$ cat config.mk
export PLATFORM = sky130hd
export DESIGN_NAME = tea_key_bank
export DESIGN_NICKNAME = d
export VERILOG_FILES = /design/src/hdl/tea_pkg.sv /design/src/hdl/tea_key_bank.sv
export SDC_FILE = /design/constraint.sdc
export NUM_CORES = 1
export LEC_CHECK = 0
export ABC_AREA = 1
export BUFFER_PORTS_ARGS = -buffer_cell sky130_fd_sc_hd__buf_4
export CAP_MARGIN = 30
export CORE_MARGIN = 2
export CORE_UTILIZATION = 35
export DETAILED_ROUTE_END_ITERATION = 10
export HOLD_SLACK_MARGIN = 0.15
export PLACE_DENSITY = 0.64
export RECOVER_POWER = 100
export SYNTH_ARGS = -nofsm -noshare
export SYNTH_HDL_FRONTEND = slang
export SYNTH_SLANG_ARGS = --single-unit
$ cat constraint.sdc
create_clock -name clk -period 1 [get_ports clk]
set_clock_uncertainty 0.05 [all_clocks]
set_input_delay 0 -clock clk [delete_from_list [all_inputs] [get_ports clk]]
set_output_delay 0 -clock clk [all_outputs]
set_load 0.02 [all_outputs]
$ cat src/hdl/tea_pkg.sv
// Package for the TEA block cipher: widths, round count, pipeline payload
// and key types, register index codes and the per-round sum function.
// No dependencies.
package tea_pkg;

  localparam int unsigned WORD_W    = 32;
  localparam int unsigned ROUNDS    = 32;
  localparam int unsigned NUM_CELLS = 2 * ROUNDS;
  localparam int unsigned CFG_IDX_W = 2;

  localparam logic [WORD_W-1:0] TEA_DELTA = 32'h9e3779b9;

  // Configuration register indexes
  localparam logic [CFG_IDX_W-1:0] KEY_IDX0 = 2'd0;
  localparam logic [CFG_IDX_W-1:0] KEY_IDX1 = 2'd1;
  localparam logic [CFG_IDX_W-1:0] KEY_IDX2 = 2'd2;
  localparam logic [CFG_IDX_W-1:0] KEY_IDX3 = 2'd3;

  localparam logic FUNC_ENC = 1'b0;
  localparam logic FUNC_DEC = 1'b1;

  typedef struct packed {
    logic              func;
    logic [WORD_W-1:0] y;
    logic [WORD_W-1:0] z;
  } tea_blk_t;

  typedef struct packed {
    logic [WORD_W-1:0] k0;
    logic [WORD_W-1:0] k1;
    logic [WORD_W-1:0] k2;
    logic [WORD_W-1:0] k3;
  } tea_key_t;

  // Running sum after n delta steps, modulo 2^32 (elaboration-time only)
  function automatic logic [WORD_W-1:0] round_sum(input int unsigned n);
    logic [2*WORD_W-1:0] prod;
    prod = (2*WORD_W)'(TEA_DELTA) * (2*WORD_W)'(n);
    return prod[WORD_W-1:0];
  endfunction

endpackage

$ cat src/hdl/tea_key_bank.sv
// Key register bank of the TEA block cipher, written through the cfg port.
// Depends on tea_pkg.
module tea_key_bank (
  input  logic                           clk,
  input  logic                           rst_n,
  input  logic                           cfg_we,
  input  logic [tea_pkg::CFG_IDX_W-1:0]  cfg_idx,
  input  logic [tea_pkg::WORD_W-1:0]     cfg_wdata,
  output tea_pkg::tea_key_t              key
);
  import tea_pkg::*;

  tea_key_t key_r;
  tea_key_t key_nxt;

  always_comb begin
    key_nxt = key_r;
    if (cfg_we) begin
      unique case (cfg_idx)
        KEY_IDX0: key_nxt.k0 = cfg_wdata;
        KEY_IDX1: key_nxt.k1 = cfg_wdata;
        KEY_IDX2: key_nxt.k2 = cfg_wdata;
        KEY_IDX3: key_nxt.k3 = cfg_wdata;
        default:  key_nxt    = key_r;
      endcase
    end
  end

  always_ff @(posedge clk) begin
    if (!rst_n) begin
      key_r <= '0;
    end else begin
      key_r <= key_nxt;
    end
  end

  assign key = key_r;

endmodule

==> results.json <==
{
  "outcome": "finished, final reports clean",
  "grt_use_total_pct": 18.19,
  "hold_viol": 0,
  "drt-wirelength-per-cell_um": 12.33,
  "final_cell_mix": "224 x nand2_1, 222 x nor2_1, 130 x inv_1, 115 x buf_4, 115 x dfxtp_1",
  "worst-path-buf-inv": 1,
  "grt_max_degree": 66,
  "fmax_mhz": 1034,
  "rsz0062_at_grt": "no",
  "path_cells": "buf_2",
  "p_leak_nw": 4.312,
  "nFillCells": 1450,
  "layout_commonest_cell": "nand2_1",
  "path_clk_slew_ns": 0.06,
  "clockBufferDepth": 2,
  "holdPathStages": 5,
  "r2r_setup_slack_ns": 0.30,
  "final_nets": 1045,
  "power_mw": 14.08,
  "hold_buffers": 34,
  "power.density_nw_per_um2": 1812,
  "cts_sinks": 128,
  "synthesis.area_um2": 5295,
  "setup_tns_ns": 0,
  "max_cap_violations": 0,
  "path_class": "flip-flop to output port",
  "die_h_um": 127,
  "syn_avg_cell_area_um2": 6.465,
  "fin_crit_sh_pct": 96.69,
  "period_minus_slack_ns": 0.9669,
  "slew_headroom_pct": 79.57,
  "overflow": 0,
  "die_width_um": 127,
  "yosysUniqueCellTypes": 10,
  "crit_path_end_kind": "output port",
  "cp-startpoint": "key[70]$_SDFFE_PN0P_",
  "synth_top_area_share_pct": 48.39,
  "cts_inserted_buffers": 17,
  "num_rows": 44,
  "setup_violations": 0,
  "synth_nets": 856,
  "totalWireLength_um": 14860,
  "first_pass_iters": 4,
  "timing.rr.end": "key[9]$_SDFFE_PN0P_",
  "grt_pass1_vias": 4633,
  "ir_drop_uv": 1037,
  "tightestPinTransition_ns": 0.3065,
  "slew_violations": 0,
  "finish.utilization_pct": 53.06,
  "hp-start": "cfg_idx[0]",
  "routabilityCongestion": 0.7595,
  "synth_area_leader_cell": "dfxtp_1",
  "cts_tree": "built",
  "clock_latency_ns": 0.42,
  "via_per_inst": 4.204,
  "instances_no_fill": 1205,
  "critPathRequiredTime_ns": 0.95,
  "yosysSeqAreaShare_pct": 48.39,
  "via_count": 5066,
  "h-tree-depth": 4,
  "dp.cells": 1134,
  "synth_mux_area_share_pct": 0,
  "die_area_um2": 16130,
  "synth_top_family_by_area": "simple AND/OR/NAND/NOR gates",
  "critical_path.max_fanout": 2,
  "ff2ff_path_depth": 4,
  "start_util_pct": 36.16,
  "io_buffers": 164,
  "synth-warning-count": 0,
  "dpl.hpwl_um": 9107,
  "reg2reg_from": "key[9]$_SDFFE_PN0P_",
  "synth_compound_area_share_pct": 3.025,
  "worstPathArrival_ns": 0.92,
  "diodes": 0,
  "synthToLayoutAreaGrowth_pct": 46.74,
  "syn_inst": 819,
  "crit_path_start_kind": "flip-flop",
  "hp-class": "input port to flip-flop",
  "drcViolationCount": 0,
  "largest_reg_flops": 128,
  "grt_pass1_wl_um": 23400,
  "drt_first_iter_violations": 393,
  "worst_path_max_delay_cell": "dfxtp_1",
  "synth-xor-area-share_pct": 0,
  "cpPeakStageDelay_ns": 0.34,
  "yosys-top-cells-area": "dfxtp_1 48%, nand2_1 16%, nor2_1 16%",
  "synth_fa_ha_area_share_pct": 0,
  "whs_endpoint": "key[97]$_SDFFE_PN0P_",
  "drive_gt1_share_pct": 22.62,
  "core_area_um2": 14640,
  "antenna_found_initial": 0,
  "synth-seq-cells": 128,
  "io_pins": 165,
  "path_delay_family": "flip-flops",
  "yosys.area_share.simple_pct": 35.47,
  "drtAntennaViolNets": 0,
  "cts_root_buf": "clkbuf_16"
}
per-layer routing:
layer | vias to the layer above | part of all wire [%] | track usage, %
met1 | 2163 | 46 | 22.82
li1 | 2753 | - | -
met4 | 0 | 1.7 | 7.240
met5 | - | 0 | 0
met2 | 129 | 46 | 28.91
met3 | 21 | 6.8 | 6.156
final cells by class:
cell class | instances | area (um^2) | area share (%)
clock buffers | 21 | 470.5 | 6.055
inverters | 130 | 488.0 | 6.280
flip-flops and latches | 128 | 2579 | 33.19
repair buffers | 215 | 1787 | 23.00
multi-input cells | 516 | 2056 | 26.46
clock inverters | 11 | 160.2 | 2.061
well taps | 184 | 230.2 | 2.963
synth_stat cells:
library cell and n:
nor2_1 224, dfxtp_1 128, nand3_2 3, nand3_1 32
a21oi_1 32, inv_1 130, nand2_1 224, buf_2 30
clkbuf_1 15, nor2_2 1
how the worst max path moves through the flow:
stage,end,cells past startpoint
finish,key[70],1
floorplan,key[10]$_SDFFE_PN0P_,4
global route,key[70],1
global placement,key[111]$_SDFFE_PN0P_,6
CTS,key[114],1
detailed placement,key[111]$_SDFFE_PN0P_,6
report_power, final:
part	internal [mW]	switching (mW)	total, mW
Combinational	0.805	1.15	1.96
Clock	4.34	2.26	6.60
Sequential	5.38	0.138	5.52
metrics by stage:
stage	setup WS (ns)	hold WS [ns]	instance area, um^2
after detailed placement	0.09458	0.2051	6783
final	0.03314	0.07109	7770
after global placement	0.1171	0.2064	6783
after CTS	0.006264	0.05320	7755
after global routing	0.0001882	0.08509	7770
after floorplan	0.2317	0.08492	5295
cell families (layout without fill, tap and decap cells):
group	after synthesis	after routing
and+or+nand+nor	484	484
buffers and inverters	175	377
DFF	128	128
AOI/OAI and AO/OA	32	32
timing repair:
item / CTS / global route
resized for setup: 1 / 19
pin swaps: 0 / 2
hold endpoints to repair: 128 / 30
setup buffers: 0 / 1
endpoints found under the setup margin: 1 / 52
gates cloned: 0 / 4
No activity file was read; power rests on OpenSTA's default activity.
