===== config.mk =====
export PLATFORM = sky130hd
export DESIGN_NAME = tea_round_cell
export DESIGN_NICKNAME = d
export VERILOG_FILES = /design/src/hdl/tea_pkg.sv /design/src/hdl/tea_round_cell.sv
export SDC_FILE = /design/constraint.sdc
export NUM_CORES = 1
export LEC_CHECK = 0
export BUFFER_PORTS_ARGS = -buffer_cell sky130_fd_sc_hd__buf_2
export CORE_AREA = 2 2 151 153
export DETAILED_ROUTE_END_ITERATION = 10
export DIE_AREA = 0 0 153 155
export HOLD_SLACK_MARGIN = 0.05
export PLACE_DENSITY_LB_ADDON = 0.05
export SYNTH_ARGS = -nofsm -noshare
export SYNTH_HDL_FRONTEND = slang
export SYNTH_SLANG_ARGS = --single-unit
export TNS_END_PERCENT = 10

===== constraint.sdc =====
create_clock -name clk -period 9.2 [get_ports clk]
set_input_delay 1.38 -clock clk [delete_from_list [all_inputs] [get_ports clk]]
set_output_delay 1.38 -clock clk [all_outputs]
set_load 0.02 [all_outputs]

===== src/hdl/tea_pkg.sv =====
// Package for the TEA block cipher: widths, round count, pipeline payload
// and key types, register index codes and the per-round sum function.
// No dependencies.
package tea_pkg;

  localparam int unsigned WORD_W    = 32;
  localparam int unsigned ROUNDS    = 32;
  localparam int unsigned NUM_CELLS = 2 * ROUNDS;
  localparam int unsigned CFG_IDX_W = 2;

  localparam logic [WORD_W-1:0] TEA_DELTA = 32'h9e3779b9;

  // Configuration register indexes
  localparam logic [CFG_IDX_W-1:0] KEY_IDX0 = 2'd0;
  localparam logic [CFG_IDX_W-1:0] KEY_IDX1 = 2'd1;
  localparam logic [CFG_IDX_W-1:0] KEY_IDX2 = 2'd2;
  localparam logic [CFG_IDX_W-1:0] KEY_IDX3 = 2'd3;

  localparam logic FUNC_ENC = 1'b0;
  localparam logic FUNC_DEC = 1'b1;

  typedef struct packed {
    logic              func;
    logic [WORD_W-1:0] y;
    logic [WORD_W-1:0] z;
  } tea_blk_t;

  typedef struct packed {
    logic [WORD_W-1:0] k0;
    logic [WORD_W-1:0] k1;
    logic [WORD_W-1:0] k2;
    logic [WORD_W-1:0] k3;
  } tea_key_t;

  // Running sum after n delta steps, modulo 2^32 (elaboration-time only)
  function automatic logic [WORD_W-1:0] round_sum(input int unsigned n);
    logic [2*WORD_W-1:0] prod;
    prod = (2*WORD_W)'(TEA_DELTA) * (2*WORD_W)'(n);
    return prod[WORD_W-1:0];
  endfunction

endpackage


===== src/hdl/tea_round_cell.sv =====
// One half-round cell of the TEA pipeline: updates one half of the block
// with the mix of the other half, then registers it for the next cell.
// Depends on tea_pkg.
module tea_round_cell (
  input  logic                       clk,
  input  logic                       rst_n,
  input  logic                       half,
  input  logic [tea_pkg::WORD_W-1:0] sum_enc,
  input  logic [tea_pkg::WORD_W-1:0] sum_dec,
  input  tea_pkg::tea_key_t          key,
  input  logic                       up_valid,
  output logic                       up_ready,
  input  tea_pkg::tea_blk_t          up_data,
  output logic                       dn_valid,
  input  logic                       dn_ready,
  output tea_pkg::tea_blk_t          dn_data
);
  import tea_pkg::*;

  logic              valid_r;
  logic              valid_nxt;
  tea_blk_t          data_r;
  tea_blk_t          data_nxt;
  logic              upd_z;
  logic [WORD_W-1:0] src;
  logic [WORD_W-1:0] dst;
  logic [WORD_W-1:0] ka;
  logic [WORD_W-1:0] kb;
  logic [WORD_W-1:0] sum;
  logic [WORD_W-1:0] mix;
  logic [WORD_W-1:0] dst_new;

  // Encrypt updates y then z; decrypt undoes z then y.
  assign upd_z = half ^ up_data.func;
  assign src   = upd_z ? up_data.y : up_data.z;
  assign dst   = upd_z ? up_data.z : up_data.y;
  assign ka    = upd_z ? key.k2 : key.k0;
  assign kb    = upd_z ? key.k3 : key.k1;
  assign sum   = (up_data.func == FUNC_DEC) ? sum_dec : sum_enc;

  assign mix = ((src << 4) + ka) ^ (src + sum) ^ ((src >> 5) + kb);
  assign dst_new = (up_data.func == FUNC_DEC) ? (dst - mix) : (dst + mix);

  // Take a new request whenever this slot is empty or drains this cycle
  assign up_ready = !valid_r || dn_ready;

  always_comb begin
    valid_nxt = up_ready ? up_valid : valid_r;
    data_nxt  = data_r;
    if (up_ready && up_valid) begin
      data_nxt.func = up_data.func;
      data_nxt.y    = upd_z ? up_data.y : dst_new;
      data_nxt.z    = upd_z ? dst_new : up_data.z;
    end
  end

  always_ff @(posedge clk) begin
    if (!rst_n) begin
      valid_r <= 1'b0;
    end else begin
      valid_r <= valid_nxt;
    end
  end

  always_ff @(posedge clk) begin
    data_r <= data_nxt;
  end

  assign dn_valid = valid_r;
  assign dn_data  = data_r;

endmodule


==> results.yml, run 1 <==
yosys:
  ys_top_cells_by_area: "edfxtp_1 16%, nand2_1 13%, ha_1 12%, xnor2_1 11%, o21ai_0 5.0%"
  ys.flop_type: "edfxtp_1"
  ys_seq_area_share_pct: 16.5
  synth_edf_count: 65
  avgSynthCellArea_um2: 7.48
  syn-num-nets: 1984
  synthCells: 1602
  synthArstFlopShare_pct: 0
  synth.most_common_cell: "nand2_1"
  synth_area_um2: 12000
  synth.distinct_cells: 81
  synth.largest_area_cell: "edfxtp_1"
  yosys.area.top_type_share_pct: 16.3
  ys_warn_count: 0
  synth_top_cells_by_count: "423 x nand2_1, 152 x xnor2_1, 120 x o21ai_0"
  ys_ff_latch: 66
pwr:
  irDropWorstVdd_uv: 162
  power_w: 0.00484
  seqPwrFrac_pct: 12.6
  internal-power_w: 0.00234
  p_sw_w: 0.00250
  power.leakage_nw: 6.98
  clkPwrFrac_pct: 6.9
  combPwrFrac_pct: 80.5
  switching_share_pct: 51.6
  powerDensity_nw_per_um2: 341
routing:
  detail_route.first_pass.iterations: 5
  wl_um: 39500
  wl_per_cell_um: 18.0
  ant_nets: 0
  num_vias: 12971
  drc: 0
  viasPerCell: 5.92
  drt-initial-drc-count: 1158
hold_path:
  min_path_cells: 2
  worstHoldPathType: "register to register"
final_layout:
  multi_input_area_um2: 9680
  seqCellArea_um2: 1970
  fin_nets: 2283
  diodes: 0
  final_cell_count_no_fill: 2191
  layout-drive-gt1-share_pct: 22.2
  fillers: 2032
  layout-area-overhead-vs-synth_pct: 18.6
worst_setup_path:
  critPathMaxFanout: 17
  cp_slowest_stage_delay_ns: 0.61
  r2r_cells: 3
  cp_slowest_cell: "a311oi_1"
  required_ns: 9.27
  endpoint_kind: "register"
  cp.arrival_ns: 8.70
  cpMostUsedCell: "nand2_1"
  worstSetupPathType: "primary input to register"
  worstSetupStartpointType: "primary input"
floorplanning:
  rows: 55
  die-height_um: 155
  die_w_um: 153
  ios: 329
  core-area_um2: 22200
  dieArea_um2: 23700
  initial_core_util_pct: 53.9
global_routing:
  grt_usage_pct: 31.7
  antenna_found_initial: 0
  first_global_vias: 11618
  overflow: 0
  grt_max_degree: 66
  grt_pass1_wl_um: 60700
sta:
  rsz0062_at_grt: "false"
  setup_viol: 0
  relSlewSlack_pct: 47.2
  whs_ns: 0.534
  maxSlewViolCount: 0
  finalHoldViolCount: 0
  skew_ns: 0.00736
  worst_pin_slew_ns: 0.793
  fin_setup_tns_ns: 0
  period_needed_ns: 8.63
  max_freq_mhz: 116
  period_share_pct: 93.8
clocking:
  cts_buffer_depth: 2
  clockRootBuffer: "clkbuf_16"
  cts_hold_buf: 0
  clk_latency_ns: 0.34
  h-tree-depth: 3
  cts_tree: "built"
  clock-sinks: 66
  numCtsBuffers: 9
  post_cts_buffers: 0
  clk_pin_slew_ns: 0.05
  cts_resized: 0
status:
  status: "complete, no violations"
placement:
  dp_hpwl_um: 33400
  gp_congestion: 1.03
  placed_cells: 2175
  portBuffers: 328
run:
  maxCapViolations: 0
[cell usage in the layout (no fill, tap or decap), types with 8 or more instances in the layout]
cell type / n
buf_4: 19
nand2_1: 423
buf_2: 328
mux2_2: 32
mux2i_1: 27
xor2_1: 55
a21boi_0: 8
and2_1: 16
nor2_1: 61
nand2b_1: 19
nor3_1: 15
a31oi_1: 23
and3_1: 20
or3_1: 8
a21o_1: 52
o21a_1: 15
inv_1: 23
edfxtp_1: 65
clkbuf_16: 9
a21oi_1: 108
nor2b_1: 12
a211oi_1: 14
o21ai_0: 120
ha_1: 118
xnor2_1: 151
nand3_1: 24
[cell type report]
type,instances,area share (%)
clock buffers,12,1.66
clock inverters,4,0.370
inverters,23,0.608
multi-input cells,1452,68.1
flip-flops and latches,66,13.9
well taps,285,2.51
repair buffers,349,12.8
[routing by layer]
layer / vias up / wire [um] / track usage, %
li1: 6308 / - / -
met1: 5924 / 18300 / 48.4
met2: 684 / 16700 / 48.8
met3: 55 / 3800 / 2.81
met4: 0 / 625 / 6.70
met5: - / 0 / 0
[flip-flops by register name (all words and copies together), names as in the netlist]
| signal | flops |
|---|---|
| dn_data | 65 |
| dn_valid | 1 |
[per-stage QoR]
stage                     cell area (um^2)  setup WS, ns  util, %
final                                14200         0.566     63.9
after floorplan                      12000         0.761        -
after global routing                 14200         0.118     63.9
after CTS                            14200         0.731     63.9
after global placement               13900         0.556     62.6
after detailed placement             13900         0.452     62.6
[logic make-up after synthesis]
kind of cell               synth area share [%]
muxes                                      6.02
xor gates and xnor gates                   16.4
adders and majority gates                  13.1
AOI/OAI and AO/OA                          21.3
DFF                                        16.5
and+or+nand+nor                            23.8
buffers and inverters                      2.86
[power by group through the flow]
stage	registers (W)	clock network, W	logic (W)
4_1_cts	0.000612	0.000334	0.00382
5_1_grt	0.000625	0.000348	0.00424
3_3_place_gp	0.000613	0	0.00375
3_5_place_dp	0.000617	0	0.00379
6_report	0.000609	0.000336	0.00390
2_1_floorplan	0.000809	0	0.00266
[critical path: cells and delay by family]
kind                       cells  cell delay [ns]
adders and majority gates      2             0.69
and+or+nand+nor                9             1.46
muxes                          1             0.15
buffers and inverters          3             0.80
AOI/OAI and AO/OA             13             3.02
xor gates and xnor gates       4             1.21
[worst paths after layout]
kind | startpoint | end | slack, ns
worst max-delay path | half | dn_data[63] | 0.57
worst min-delay path | dn_valid | dn_valid | 0.53
worst max register to register | dn_valid | dn_data[31] | 7.62
worst min register to register | dn_valid | dn_valid | 0.53
(Power assumes the default switching activity.)
==> inputs of run 2 (changes only) <==
==> constraint.sdc (replaced) <==
create_clock -name clk -period 8.3 [get_ports clk]
set_input_delay 1.245 -clock clk [delete_from_list [all_inputs] [get_ports clk]]
set_output_delay 1.245 -clock clk [all_outputs]
set_load 0.02 [all_outputs]
==> run 2 against run 1 <==
Total power is 14% higher. First-iteration DRC count up 4.1%. Via count up 1.7%. Critical path depth shrank 2. Wire length is 3.9% higher. Non-clock buffer count is 34 higher. Clock skew down 0.0013 ns. Flip-flop and latch count is the same. Count of clock-buffer cells in the layout unchanged. Register-to-register slack worse by 0.90 ns. Largest power group unchanged. Highest routed layer is now met5.
==> results.yml, run 2 (same netlist as run 1, synthesis figures left out) <==
status:
  status: "complete, no violations"
routing:
  wl_per_cell_um: 18.4
  drt-initial-drc-count: 1205
  wl_um: 41000
  viasPerCell: 5.93
  num_vias: 13192
  detail_route.first_pass.iterations: 7
  ant_nets: 0
  drc: 0
worst_setup_path:
  path_depth: 30
  cp.arrival_ns: 7.94
  cp_slowest_stage_delay_ns: 0.60
  worstSetupPathType: "primary input to register"
  r2r_cells: 3
  critPathMaxFanout: 41
  required_ns: 8.36
  worstSetupStartpointType: "primary input"
  cp_top_family: "compound AO/OA/AOI/OAI gates"
  worst-path-buf-inv: 2
  r2r_slack_ns: 6.72
  cp_slowest_cell: "or4_4"
  endpoint_kind: "register"
sta:
  period_share_pct: 95.0
  setup_viol: 0
  period_needed_ns: 7.88
  relSlewSlack_pct: 46.5
  skew_ns: 0.00606
  fin_setup_tns_ns: 0
  finalHoldViolCount: 0
  max_freq_mhz: 127
  rsz0062_at_grt: "false"
  worst_pin_slew_ns: 0.802
  maxSlewViolCount: 0
  postLayoutSetupSlackWorst_ns: 0.417
final_layout:
  mostFrequentLayoutCells: "423 x nand2_1, 328 x buf_2, 149 x xnor2_1"
  layout-drive-gt1-share_pct: 23.8
  diodes: 0
  layout_commonest_cell: "nand2_1"
  fillers: 2067
  seqCellArea_um2: 1970
  largest_reg_flops: 65
  layout-area-overhead-vs-synth_pct: 21.5
  fin_nets: 2317
  multi_input_area_um2: 9730
hold_path:
  worstHoldPathType: "register to register"
  min_path_cells: 2
placement:
  pre_cts_slack_ns: 0.0645
  gp_congestion: 1.03
  dp_hpwl_um: 34800
  portBuffers: 328
floorplanning:
  rows: 55
  ios: 329
  die-height_um: 155
  initial_core_util_pct: 53.9
  die_w_um: 153
  dieArea_um2: 23700
  core-area_um2: 22200
clocking:
  numCtsBuffers: 9
  cts_tree: "built"
  clk_latency_ns: 0.33
  clk_pin_slew_ns: 0.05
  clockRootBuffer: "clkbuf_16"
  h-tree-depth: 3
  cts_buffer_depth: 2
  post_cts_buffers: 0
  clock-sinks: 66
run:
  maxCapViolations: 0
global_routing:
  antenna_found_initial: 1
  first_global_vias: 11895
  grt_pass1_wl_um: 63200
  overflow: 0
  grt_usage_pct: 33.3
  grt_max_degree: 66
pwr:
  irDropWorstVdd_uv: 194
  power.leakage_nw: 7.18
  powerDensity_nw_per_um2: 380
## run 2: final timing paths
kind | start | endpoint
worst max register to register | dn_valid | dn_data[31]
worst min register to register | dn_valid | dn_valid
worst max-delay path | half | dn_data[61]
worst min-delay path | dn_valid | dn_valid
## run 2: cell type report
| type | instances | area share [%] |
|---|---|---|
| clock buffer | 12 | 1.63 |
| clock inverter | 4 | 0.361 |
| inverter | 23 | 0.593 |
| multi-input combinational | 1452 | 66.8 |
| sequential | 66 | 13.6 |
| tap | 285 | 2.45 |
| timing repair buffer | 383 | 14.6 |
## run 2: timing repair
action / in CTS / in global routing
endpoints found under the hold margin: 0 / 0
hold buffers: 0 / 0
endpoints found under the setup margin: 0 / 4
resized for setup: 0 / 9
## run 2: layer usage
metal | vias up | wire [um] | global-route usage [%]
met5 | - | 11 | 0
met4 | 2 | 551 | 6.44
met3 | 49 | 4800 | 6.04
met2 | 759 | 17400 | 50.6
met1 | 6016 | 18300 | 49.7
li1 | 6366 | - | -
## run 2: where the power goes
| part | switching (W) | internal, W | total (W) |
|---|---|---|---|
| sequential | 0.0000369 | 0.000640 | 0.000677 |
| clock | 0.000133 | 0.000233 | 0.000366 |
| combinational | 0.00262 | 0.00186 | 0.00448 |
## run 2: worst min-delay path, cell delays in order, from the launching register on
cell and delay [ns]:
dfxtp_1 0.30, nand2b_1 0.09, a21boi_0 0.10
## run 2: stage by stage
step	hold WS (ns)	cells	total power, W	utilization (%)	cell area (um^2)
final	0.547	2225	0.00553	65.5	14600
after floorplan	0.750	1602	0.00384	-	12000
after global routing	0.601	2225	0.00597	65.5	14600
after detailed placement	0.546	2209	0.00504	63.9	14200
after CTS	0.556	2225	0.00543	65.2	14500
after global placement	0.501	2209	0.00500	63.9	14200
